--- src/hw/rtl/mono_last_note_priority_stack_assert.svh ---
// Assertion macros shared by the note stack RTL.
// Expects signals clk and rst in the scope where a macro is used.
`ifndef MONO_LAST_NOTE_PRIORITY_STACK_ASSERT_SVH
`define MONO_LAST_NOTE_PRIORITY_STACK_ASSERT_SVH

// Condition holds at every edge out of reset.
`define ASSERT_ALWAYS(label, cond, msg) \
  label: assert property (@(posedge clk) disable iff (rst) (cond)) else $error(msg);

// Antecedent implies consequent in the same cycle.
`define ASSERT_IMPLY(label, ante, cons, msg) \
  label: assert property (@(posedge clk) disable iff (rst) (ante) |-> (cons)) else $error(msg);

// Antecedent implies consequent in the following cycle.
`define ASSERT_NEXT(label, ante, cons, msg) \
  label: assert property (@(posedge clk) disable iff (rst) (ante) |=> (cons)) else $error(msg);

`endif

--- src/hw/rtl/mlnps_pkg.sv ---
// Package for the mono last-note-priority note stack.
// Widths, request codes and controller/datapath interface structs; no dependencies.
package mlnps_pkg;

  localparam int STACK_DEPTH = 16;

  localparam int REQ_W  = 2;
  localparam int NOTE_W = 7;
  localparam int VEL_W  = 7;
  localparam int HELD_W = 5;

  localparam int ADDR_W = (STACK_DEPTH > 1) ? $clog2(STACK_DEPTH) : 1;
  // count must hold STACK_DEPTH itself, and at least the width of the held port
  localparam int CNT_W  = ($clog2(STACK_DEPTH + 1) > HELD_W) ?
                          $clog2(STACK_DEPTH + 1) : HELD_W;

  localparam logic [NOTE_W-1:0] RESET_NOTE = NOTE_W'(33);  // 55 Hz

  localparam logic [REQ_W-1:0] REQ_NOTE_ON  = 2'd0;
  localparam logic [REQ_W-1:0] REQ_NOTE_OFF = 2'd1;
  localparam logic [REQ_W-1:0] REQ_ALL_OFF  = 2'd2;

  typedef struct packed {
    logic load;       // capture request, clear scan pointers
    logic scan;       // one compaction step
    logic scan_end;   // commit compacted count, set up eviction pass
    logic shift;      // one eviction shift step
    logic shift_end;  // commit evicted count
    logic finish;     // apply request, load result register
  } dp_cmd_t;

  typedef struct packed {
    logic scan_req;   // request needs the compaction pass
    logic note_on;
    logic scan_done;
    logic shift_done;
    logic full;
    logic out_busy;   // result register holds a beat not yet taken
  } dp_status_t;

endpackage

--- src/hw/rtl/mlnps_dp.sv ---
// Datapath of the note stack: stack storage, scan pointers, current voice state, result register.
// Depends on mlnps_pkg and mono_last_note_priority_stack_assert.svh.
`include "mono_last_note_priority_stack_assert.svh"

module mlnps_dp (
  input  logic                          clk,
  input  logic                          rst,
  input  mlnps_pkg::dp_cmd_t            cmd,
  output mlnps_pkg::dp_status_t         status,
  input  logic [mlnps_pkg::REQ_W-1:0]   req_type,
  input  logic [mlnps_pkg::NOTE_W-1:0]  note_number,
  input  logic [mlnps_pkg::VEL_W-1:0]   note_velocity,
  output logic                          out_valid,
  input  logic                          out_ready,
  output logic                          gate_on,
  output logic [mlnps_pkg::NOTE_W-1:0]  target_note,
  output logic [mlnps_pkg::VEL_W-1:0]   target_velocity,
  output logic [mlnps_pkg::HELD_W-1:0]  held_count,
  output logic                          oldest_dropped
);

  logic [mlnps_pkg::NOTE_W-1:0] notes [mlnps_pkg::STACK_DEPTH];
  logic [mlnps_pkg::VEL_W-1:0]  vels  [mlnps_pkg::STACK_DEPTH];

  logic [mlnps_pkg::CNT_W-1:0]  count;
  logic [mlnps_pkg::CNT_W-1:0]  rd;
  logic [mlnps_pkg::CNT_W-1:0]  wr;
  logic [mlnps_pkg::REQ_W-1:0]  req_r;
  logic [mlnps_pkg::NOTE_W-1:0] note_r;
  logic [mlnps_pkg::VEL_W-1:0]  vel_r;
  logic                         dropped;

  logic [mlnps_pkg::NOTE_W-1:0] cur_note;
  logic [mlnps_pkg::VEL_W-1:0]  cur_vel;
  logic                         gate;
  logic [mlnps_pkg::CNT_W-1:0]  out_count;

  logic [mlnps_pkg::CNT_W-1:0]  count_m1;
  logic [mlnps_pkg::ADDR_W-1:0] raddr;
  logic [mlnps_pkg::NOTE_W-1:0] rd_note;
  logic [mlnps_pkg::VEL_W-1:0]  rd_vel;
  logic                         keep;

  logic [mlnps_pkg::NOTE_W-1:0] cur_note_next;
  logic [mlnps_pkg::VEL_W-1:0]  cur_vel_next;
  logic                         gate_next;
  logic [mlnps_pkg::CNT_W-1:0]  count_next;

  // single read port: scan pointer while compacting or evicting, top of stack on finish
  assign count_m1 = count - mlnps_pkg::CNT_W'(1);
  assign raddr    = cmd.finish ? count_m1[mlnps_pkg::ADDR_W-1:0] : rd[mlnps_pkg::ADDR_W-1:0];
  assign rd_note  = notes[raddr];
  assign rd_vel   = vels[raddr];
  assign keep     = (rd_note != note_r);

  assign status.scan_req   = (req_r == mlnps_pkg::REQ_NOTE_ON) ||
                             (req_r == mlnps_pkg::REQ_NOTE_OFF);
  assign status.note_on    = (req_r == mlnps_pkg::REQ_NOTE_ON);
  assign status.scan_done  = (rd == count);
  assign status.shift_done = (rd == mlnps_pkg::CNT_W'(mlnps_pkg::STACK_DEPTH));
  assign status.full       = (count == mlnps_pkg::CNT_W'(mlnps_pkg::STACK_DEPTH));
  assign status.out_busy   = out_valid && !out_ready;

  always_comb begin
    cur_note_next = cur_note;
    cur_vel_next  = cur_vel;
    gate_next     = gate;
    count_next    = count;
    case (req_r)
      mlnps_pkg::REQ_NOTE_ON: begin
        cur_note_next = note_r;
        cur_vel_next  = vel_r;
        gate_next     = 1'b1;
        count_next    = count + mlnps_pkg::CNT_W'(1);
      end
      mlnps_pkg::REQ_NOTE_OFF: begin
        if (count == '0) begin
          gate_next = 1'b0;
        end else begin
          cur_note_next = rd_note;
          cur_vel_next  = rd_vel;
          gate_next     = 1'b1;
        end
      end
      mlnps_pkg::REQ_ALL_OFF: begin
        cur_note_next = mlnps_pkg::RESET_NOTE;
        cur_vel_next  = '0;
        gate_next     = 1'b0;
        count_next    = '0;
      end
      default: begin
      end
    endcase
  end

  // stack storage, no reset: entries at or above count are never read
  always_ff @(posedge clk) begin
    if (cmd.scan && keep) begin
      notes[wr[mlnps_pkg::ADDR_W-1:0]] <= rd_note;
      vels[wr[mlnps_pkg::ADDR_W-1:0]]  <= rd_vel;
    end else if (cmd.shift) begin
      notes[wr[mlnps_pkg::ADDR_W-1:0]] <= rd_note;
      vels[wr[mlnps_pkg::ADDR_W-1:0]]  <= rd_vel;
    end else if (cmd.finish && status.note_on) begin
      notes[count[mlnps_pkg::ADDR_W-1:0]] <= note_r;
      vels[count[mlnps_pkg::ADDR_W-1:0]]  <= vel_r;
    end
  end

  always_ff @(posedge clk) begin
    if (cmd.load) begin
      req_r   <= req_type;
      note_r  <= note_number;
      vel_r   <= note_velocity;
      rd      <= '0;
      wr      <= '0;
      dropped <= 1'b0;
    end else if (cmd.scan) begin
      rd <= rd + mlnps_pkg::CNT_W'(1);
      if (keep) begin
        wr <= wr + mlnps_pkg::CNT_W'(1);
      end
    end else if (cmd.scan_end) begin
      // eviction pass copies entries 1..DEPTH-1 down to 0..DEPTH-2
      rd <= mlnps_pkg::CNT_W'(1);
      wr <= '0;
    end else if (cmd.shift) begin
      rd <= rd + mlnps_pkg::CNT_W'(1);
      wr <= wr + mlnps_pkg::CNT_W'(1);
    end else if (cmd.shift_end) begin
      dropped <= 1'b1;
    end
    if (cmd.finish) begin
      target_note     <= cur_note_next;
      target_velocity <= cur_vel_next;
      gate_on         <= gate_next;
      out_count       <= count_next;
      oldest_dropped  <= dropped && status.note_on;
    end
  end

  always_ff @(posedge clk) begin
    if (rst) begin
      count     <= '0;
      cur_note  <= mlnps_pkg::RESET_NOTE;
      cur_vel   <= '0;
      gate      <= 1'b0;
      out_valid <= 1'b0;
    end else begin
      if (cmd.scan_end) begin
        count <= wr;
      end else if (cmd.shift_end) begin
        count <= mlnps_pkg::CNT_W'(mlnps_pkg::STACK_DEPTH - 1);
      end else if (cmd.finish) begin
        count    <= count_next;
        cur_note <= cur_note_next;
        cur_vel  <= cur_vel_next;
        gate     <= gate_next;
      end
      if (cmd.finish) begin
        out_valid <= 1'b1;
      end else if (out_ready) begin
        out_valid <= 1'b0;
      end
    end
  end

  assign held_count = out_count[mlnps_pkg::HELD_W-1:0];

  `ASSERT_ALWAYS(a_count_bound, count <= mlnps_pkg::CNT_W'(mlnps_pkg::STACK_DEPTH), "stack count beyond depth")
  `ASSERT_IMPLY(a_push_room, cmd.finish && status.note_on, !status.full, "push onto a full stack")
  `ASSERT_IMPLY(a_gate_count, out_valid, gate_on == (out_count != '0), "gate disagrees with held count")
  `ASSERT_IMPLY(a_drop_full, out_valid && oldest_dropped, out_count == mlnps_pkg::CNT_W'(mlnps_pkg::STACK_DEPTH), "eviction without full stack")

endmodule

--- src/hw/rtl/mlnps_ctrl.sv ---
// Controller of the note stack: sequences load, compaction, eviction and result.
// Depends on mlnps_pkg and mono_last_note_priority_stack_assert.svh.
`include "mono_last_note_priority_stack_assert.svh"

module mlnps_ctrl (
  input  logic                  clk,
  input  logic                  rst,
  input  logic                  in_valid,
  output logic                  in_ready,
  input  mlnps_pkg::dp_status_t status,
  output mlnps_pkg::dp_cmd_t    cmd
);

  localparam logic [2:0] S_IDLE   = 3'd0;
  localparam logic [2:0] S_SCAN   = 3'd1;
  localparam logic [2:0] S_CHECK  = 3'd2;
  localparam logic [2:0] S_SHIFT  = 3'd3;
  localparam logic [2:0] S_FINISH = 3'd4;

  logic [2:0] state;
  logic [2:0] state_next;
  logic [5:0] cmd_bits;

  assign in_ready = (state == S_IDLE);

  always_comb begin
    cmd        = '0;
    state_next = state;
    case (state)
      S_IDLE: begin
        if (in_valid) begin
          cmd.load   = 1'b1;
          state_next = S_SCAN;
        end
      end
      S_SCAN: begin
        if (!status.scan_req) begin
          state_next = S_FINISH;
        end else if (status.scan_done) begin
          cmd.scan_end = 1'b1;
          state_next   = S_CHECK;
        end else begin
          cmd.scan = 1'b1;
        end
      end
      S_CHECK: begin
        state_next = (status.note_on && status.full) ? S_SHIFT : S_FINISH;
      end
      S_SHIFT: begin
        if (status.shift_done) begin
          cmd.shift_end = 1'b1;
          state_next    = S_FINISH;
        end else begin
          cmd.shift = 1'b1;
        end
      end
      S_FINISH: begin
        if (!status.out_busy) begin
          cmd.finish = 1'b1;
          state_next = S_IDLE;
        end
      end
      default: begin
        state_next = S_IDLE;
      end
    endcase
  end

  always_ff @(posedge clk) begin
    if (rst) begin
      state <= S_IDLE;
    end else begin
      state <= state_next;
    end
  end

  assign cmd_bits = cmd;

  `ASSERT_ALWAYS(a_one_cmd, $onehot0(cmd_bits), "more than one datapath command")
  `ASSERT_NEXT(a_finish_wait, state == S_FINISH && status.out_busy, state == S_FINISH, "left finish while result pending")
  `ASSERT_NEXT(a_load_scan, cmd.load, state == S_SCAN, "load not followed by scan")

endmodule

--- src/hw/rtl/mono_last_note_priority_stack.sv ---
// Steps: a note on/off is loaded, compacted over the n held notes and checked; a note on
// to a full stack then evicts the oldest entry by a shift pass; finish loads the result.
// Other requests go from load to finish. One event at a time; compaction scans one entry
// per cycle over the single read port. A pending result stalls the next event at finish.
// Reset: synchronous; empties the stack; internal voice gate low, note 33, velocity 0.
// Top level; instantiates mlnps_ctrl and mlnps_dp, uses mlnps_pkg.

module mono_last_note_priority_stack (
  input  logic                          clk,
  input  logic                          rst,
  input  logic                          in_valid,
  output logic                          in_ready,
  input  logic [mlnps_pkg::REQ_W-1:0]   req_type,
  input  logic [mlnps_pkg::NOTE_W-1:0]  note_number,
  input  logic [mlnps_pkg::VEL_W-1:0]   note_velocity,
  output logic                          out_valid,
  input  logic                          out_ready,
  output logic                          gate_on,
  output logic [mlnps_pkg::NOTE_W-1:0]  target_note,
  output logic [mlnps_pkg::VEL_W-1:0]   target_velocity,
  output logic [mlnps_pkg::HELD_W-1:0]  held_count,
  output logic                          oldest_dropped
);

  mlnps_pkg::dp_cmd_t    cmd;
  mlnps_pkg::dp_status_t status;

  mlnps_ctrl u_ctrl (
    .clk      (clk),
    .rst      (rst),
    .in_valid (in_valid),
    .in_ready (in_ready),
    .status   (status),
    .cmd      (cmd)
  );

  mlnps_dp u_dp (
    .clk             (clk),
    .rst             (rst),
    .cmd             (cmd),
    .status          (status),
    .req_type        (req_type),
    .note_number     (note_number),
    .note_velocity   (note_velocity),
    .out_valid       (out_valid),
    .out_ready       (out_ready),
    .gate_on         (gate_on),
    .target_note     (target_note),
    .target_velocity (target_velocity),
    .held_count      (held_count),
    .oldest_dropped  (oldest_dropped)
  );

endmodule

--- config.mk ---
export PLATFORM = sky130hd
export DESIGN_NAME = mono_last_note_priority_stack
export DESIGN_NICKNAME = d
export VERILOG_FILES = /design/src/hw/rtl/mlnps_pkg.sv /design/src/hw/rtl/mlnps_dp.sv /design/src/hw/rtl/mlnps_ctrl.sv /design/src/hw/rtl/mono_last_note_priority_stack.sv
export VERILOG_INCLUDE_DIRS = /design/src /design/src/hw/rtl
export SDC_FILE = /design/constraint.sdc
export NUM_CORES = 1
export LEC_CHECK = 0
export BUFFER_PORTS_ARGS = -buffer_cell sky130_fd_sc_hd__buf_4
export CAP_MARGIN = 20
export CORE_MARGIN = 2
export CORE_UTILIZATION = 35
export DETAILED_ROUTE_END_ITERATION = 12
export PLACE_DENSITY_LB_ADDON = 0.05
export SLEW_MARGIN = 20
export SYNTH_ARGS = -nofsm -noshare
export SYNTH_HDL_FRONTEND = slang
export SYNTH_HIERARCHICAL = 1
export SYNTH_SLANG_ARGS = --single-unit
--- constraint.sdc ---
create_clock -name clk -period 9.4 [get_ports clk]
set_input_delay 1.88 -clock clk [delete_from_list [all_inputs] [get_ports clk]]
set_output_delay 1.88 -clock clk [all_outputs]
set_load 0.01 [all_outputs]
==> metrics <==
Avg WL per Cell=24.30 µm; final worst path period share=71.00%; Setup violations, final=0; site row count=71; final hold slack=0.4639 ns; ys async rst share=0%; Core Util, Final=41.08%; RSZ-0062 raised after global routing=no; syn_area_per_cell=13.18 µm²; most frequent cells in the layout=261 x edfxtp_1, 113 x nand2_1, 76 x buf_4; DP HPWL=25010 µm; Hold Path Class=flop to flop; crit path time final=6.674 ns; area post-placement=14200 µm²; Top Ports=43; sequential area share after synthesis=64.24%; Least-Margin Pin Slew=0.9056 ns; startpoint types=primary input; Worst-Skew Late Latency=0.55 ns; largest net degree at the start of global routing=52; Total Nets Final=1083; setup_tns=0 ns; worst-path fanout max=41; Yosys top cell by area=edfxtp_1; GRT overflow=0; final hold violations=0; R2R Setup Slk=3.14 ns; total number of vias=8617; Psw=1.108 mW; Die Span Y=198.9 µm; Cells after Synth=1008; vias in the first global route=8766; final wirelength=38750 µm; post-synthesis net count=1034; Initial DRT Pass Iterations=5; GR Util All Layers=20.23%; adder-cell share of the synthesized area=0.5649%; Synth Area in XOR/XNOR=1.186%; die footprint=39550 µm²; Max Cap Violations=0; gpl congestion=0.7870; Max Freq=149.8 MHz; vias per cell=5.403; Worst Path Required=9.66 ns; peak per-stage delay on the critical path=0.73 ns; crit path capture=u_dp/vels[5][5]$_DFFE_PP_; crit path cell chain=buf_4 -> nor2b_1 -> nor2_4 -> buf_4 -> and2b_1 -> buf_4 -> a22o_1 -> a221oi_1 -> o22ai_1 -> mux2i_1 -> xor2_1 -> nor2_1 -> a31oi_4 -> mux2i_1 -> nor2_1 -> buf_4; Final Instance Area=15400 µm²; layout cell share with drive strength beyond 1=17.07%; Pleak=5.152 nW; fin. max-slew vios=0; mux contribution to synthesized area=8.671%; Tot Pwr=3.812 mW; internal power=2.704 mW; Crit path max-delay family=compound AO/OA/AOI/OAI gates; worst path arrival time=6.93 ns; Synth top area share=58.97%; ant diodes=0; simple-gate share of the synthesized area=11.17%; root buffer cell=clkbuf_16; CP most frequent cell=buf_4; CP Class=primary input to flop; FF-to-FF path depth=14; Post-DRT Antenna Nets=0; core area=37490 µm²; Switching Share=29.06%; setup bufs post-CTS=0; WP depth=16; worst vdd ir=0.0001067 V; clock group share of total power=37.5%; post-synthesis register bit count=296; global-route wire length before repair=57790 µm; number of synthesized flops with an enable pin=261; htree depth=2; Max clock buf depth=3; commonest non-fill, non-tap cell in the layout=edfxtp_1; Synth Area in Compound Gates=11.27%; reg-to-reg critical path startpoint=u_dp/count[0]$_SDFFE_PP0P_; Num CTS Buffers=35; TritonCTS sink count=296; reg2reg end=u_dp/vels[5][5]$_DFFE_PP_; fillers=3527; Cell Pwr Density=247.5 nW/µm²; sequential share of power=42.4%; Critical Path Source=out_ready; I/O Buffers=42; Synth area leaders=edfxtp_1 59%, dfxtp_1 5.3%, mux4_2 4.7%, nand2_1 3.2%, o21ai_0 2.4%; CTS tree=yes; post-cts sizing count=0; Logic pwr share=20.1%; Buf+Inv Stages, Crit Path=4; max_slew headroom=37.90%; CTS clk-pin slew, worst paths=0.06 ns; chip width=198.9 µm; initial antenna violation count=0; Unique masters post-synth=65; Ys Warns=6; Crit. End Element=flop; status=complete, no violations; slowest cell on the critical path=nor2_1; Mapped Area=13290 µm²; Hold Buf Count CTS=0; combinational family with the most area after synthesis=compound AO/OA/AOI/OAI gates; Worst Skew=0.02518 ns; drt drc=0; P&R area growth vs syn=15.87%; Detailed Route Iter0 Violations=577; Initial Utilization=35.45%; top_reg_cell synth=edfxtp_1
[area by class of cell]
type	count	area [µm²]	area share, %
sequential	296	8541	55.46
inverter	16	60.06	0.3900
multi-input combinational	632	4392	28.52
clock buffer	45	923.4	5.996
clock inverter	19	274.0	1.779
timing repair buffer	76	570.5	3.705
tap	511	639.4	4.152
[cell families after synthesis]
kind of cell,Yosys count
buffers and inverters,80
DFF,296
xor gates and xnor gates,18
adders and majority gates,6
muxes,77
and+or+nand+nor,309
AOI/OAI and AO/OA,222
[sequential cells by signal, summed over array words and instances (netlist names), 2 cells and up]
register,flops
u_ctrl/state,3
u_dp/count,5
u_dp/cur_note,7
u_dp/cur_vel,7
u_dp/held_count,5
u_dp/note_r,7
u_dp/notes,112
u_dp/rd,5
u_dp/req_r,2
u_dp/target_note,7
u_dp/target_velocity,7
u_dp/vel_r,7
u_dp/vels,112
u_dp/wr,5
[through the flow]
stage                     instances  setup slack, ns
after floorplan                1008            2.900
after global placement         1531            2.047
after detailed placement       1531            2.084
after CTS                      1595            2.666
after global routing           1595            2.420
final                          1595            2.726
[tightest hold or removal path: cells and delay by family, from the launching register on]
family,cells,cell delay [ns]
AO/OA/AOI/OAI,1,0.04
flip-flops,1,0.32
AND/OR/NAND/NOR,1,0.07
[layer usage]
metal,vias to the layer above,share of wire [%],GRT usage (%),wire length (µm)
met5,-,0,0,0
met4,0,3.3,8.043,1268
met3,82,4.8,3.069,1861
met2,235,47,33.01,18030
met1,4366,45,27.13,17590
li1,3934,-,-,-
[Yosys cell counts, types with 11 or more instances]
master,instances
xor2_1,12
o22ai_1,11
a21oi_1,41
nand2b_1,39
and2_1,11
nor2_1,64
a22o_1,28
a221oi_1,23
nand3_1,28
inv_1,15
mux2i_1,29
nand2_1,113
dfxtp_1,35
nor3_1,18
edfxtp_1,261
o21ai_0,65
mux4_2,28
clkbuf_1,27
buf_2,25
[power by group through the flow]
stage | Combinational [mW] | Clock [mW] | Sequential (mW)
2_1_floorplan | 0.513 | 0 | 1.62
3_3_place_gp | 0.780 | 0 | 1.65
3_5_place_dp | 0.777 | 0 | 1.65
4_1_cts | 0.778 | 1.47 | 1.62
5_1_grt | 0.842 | 1.52 | 1.62
6_report | 0.766 | 1.43 | 1.62
[how the worst min path moves through the flow]
stage | from | endpoint | slack, ns | cells past startpoint
after global routing | u_dp/cur_note[1]$_SDFFE_PP0P_ | u_dp/cur_note[1]$_SDFFE_PP0P_ | 0.48 | 2
after floorplan | u_dp/dropped$_SDFFE_PP0P_ | u_dp/dropped$_SDFFE_PP0P_ | 0.43 | 2
after CTS | u_dp/cur_note[3]$_SDFFE_PP0P_ | u_dp/cur_note[3]$_SDFFE_PP0P_ | 0.46 | 2
after global placement | u_dp/dropped$_SDFFE_PP0P_ | u_dp/dropped$_SDFFE_PP0P_ | 0.45 | 2
after detailed placement | u_dp/cur_note[3]$_SDFFE_PP0P_ | u_dp/cur_note[3]$_SDFFE_PP0P_ | 0.45 | 2
final | u_dp/dropped$_SDFFE_PP0P_ | u_dp/dropped$_SDFFE_PP0P_ | 0.46 | 2
(Power assumes the default switching activity.)
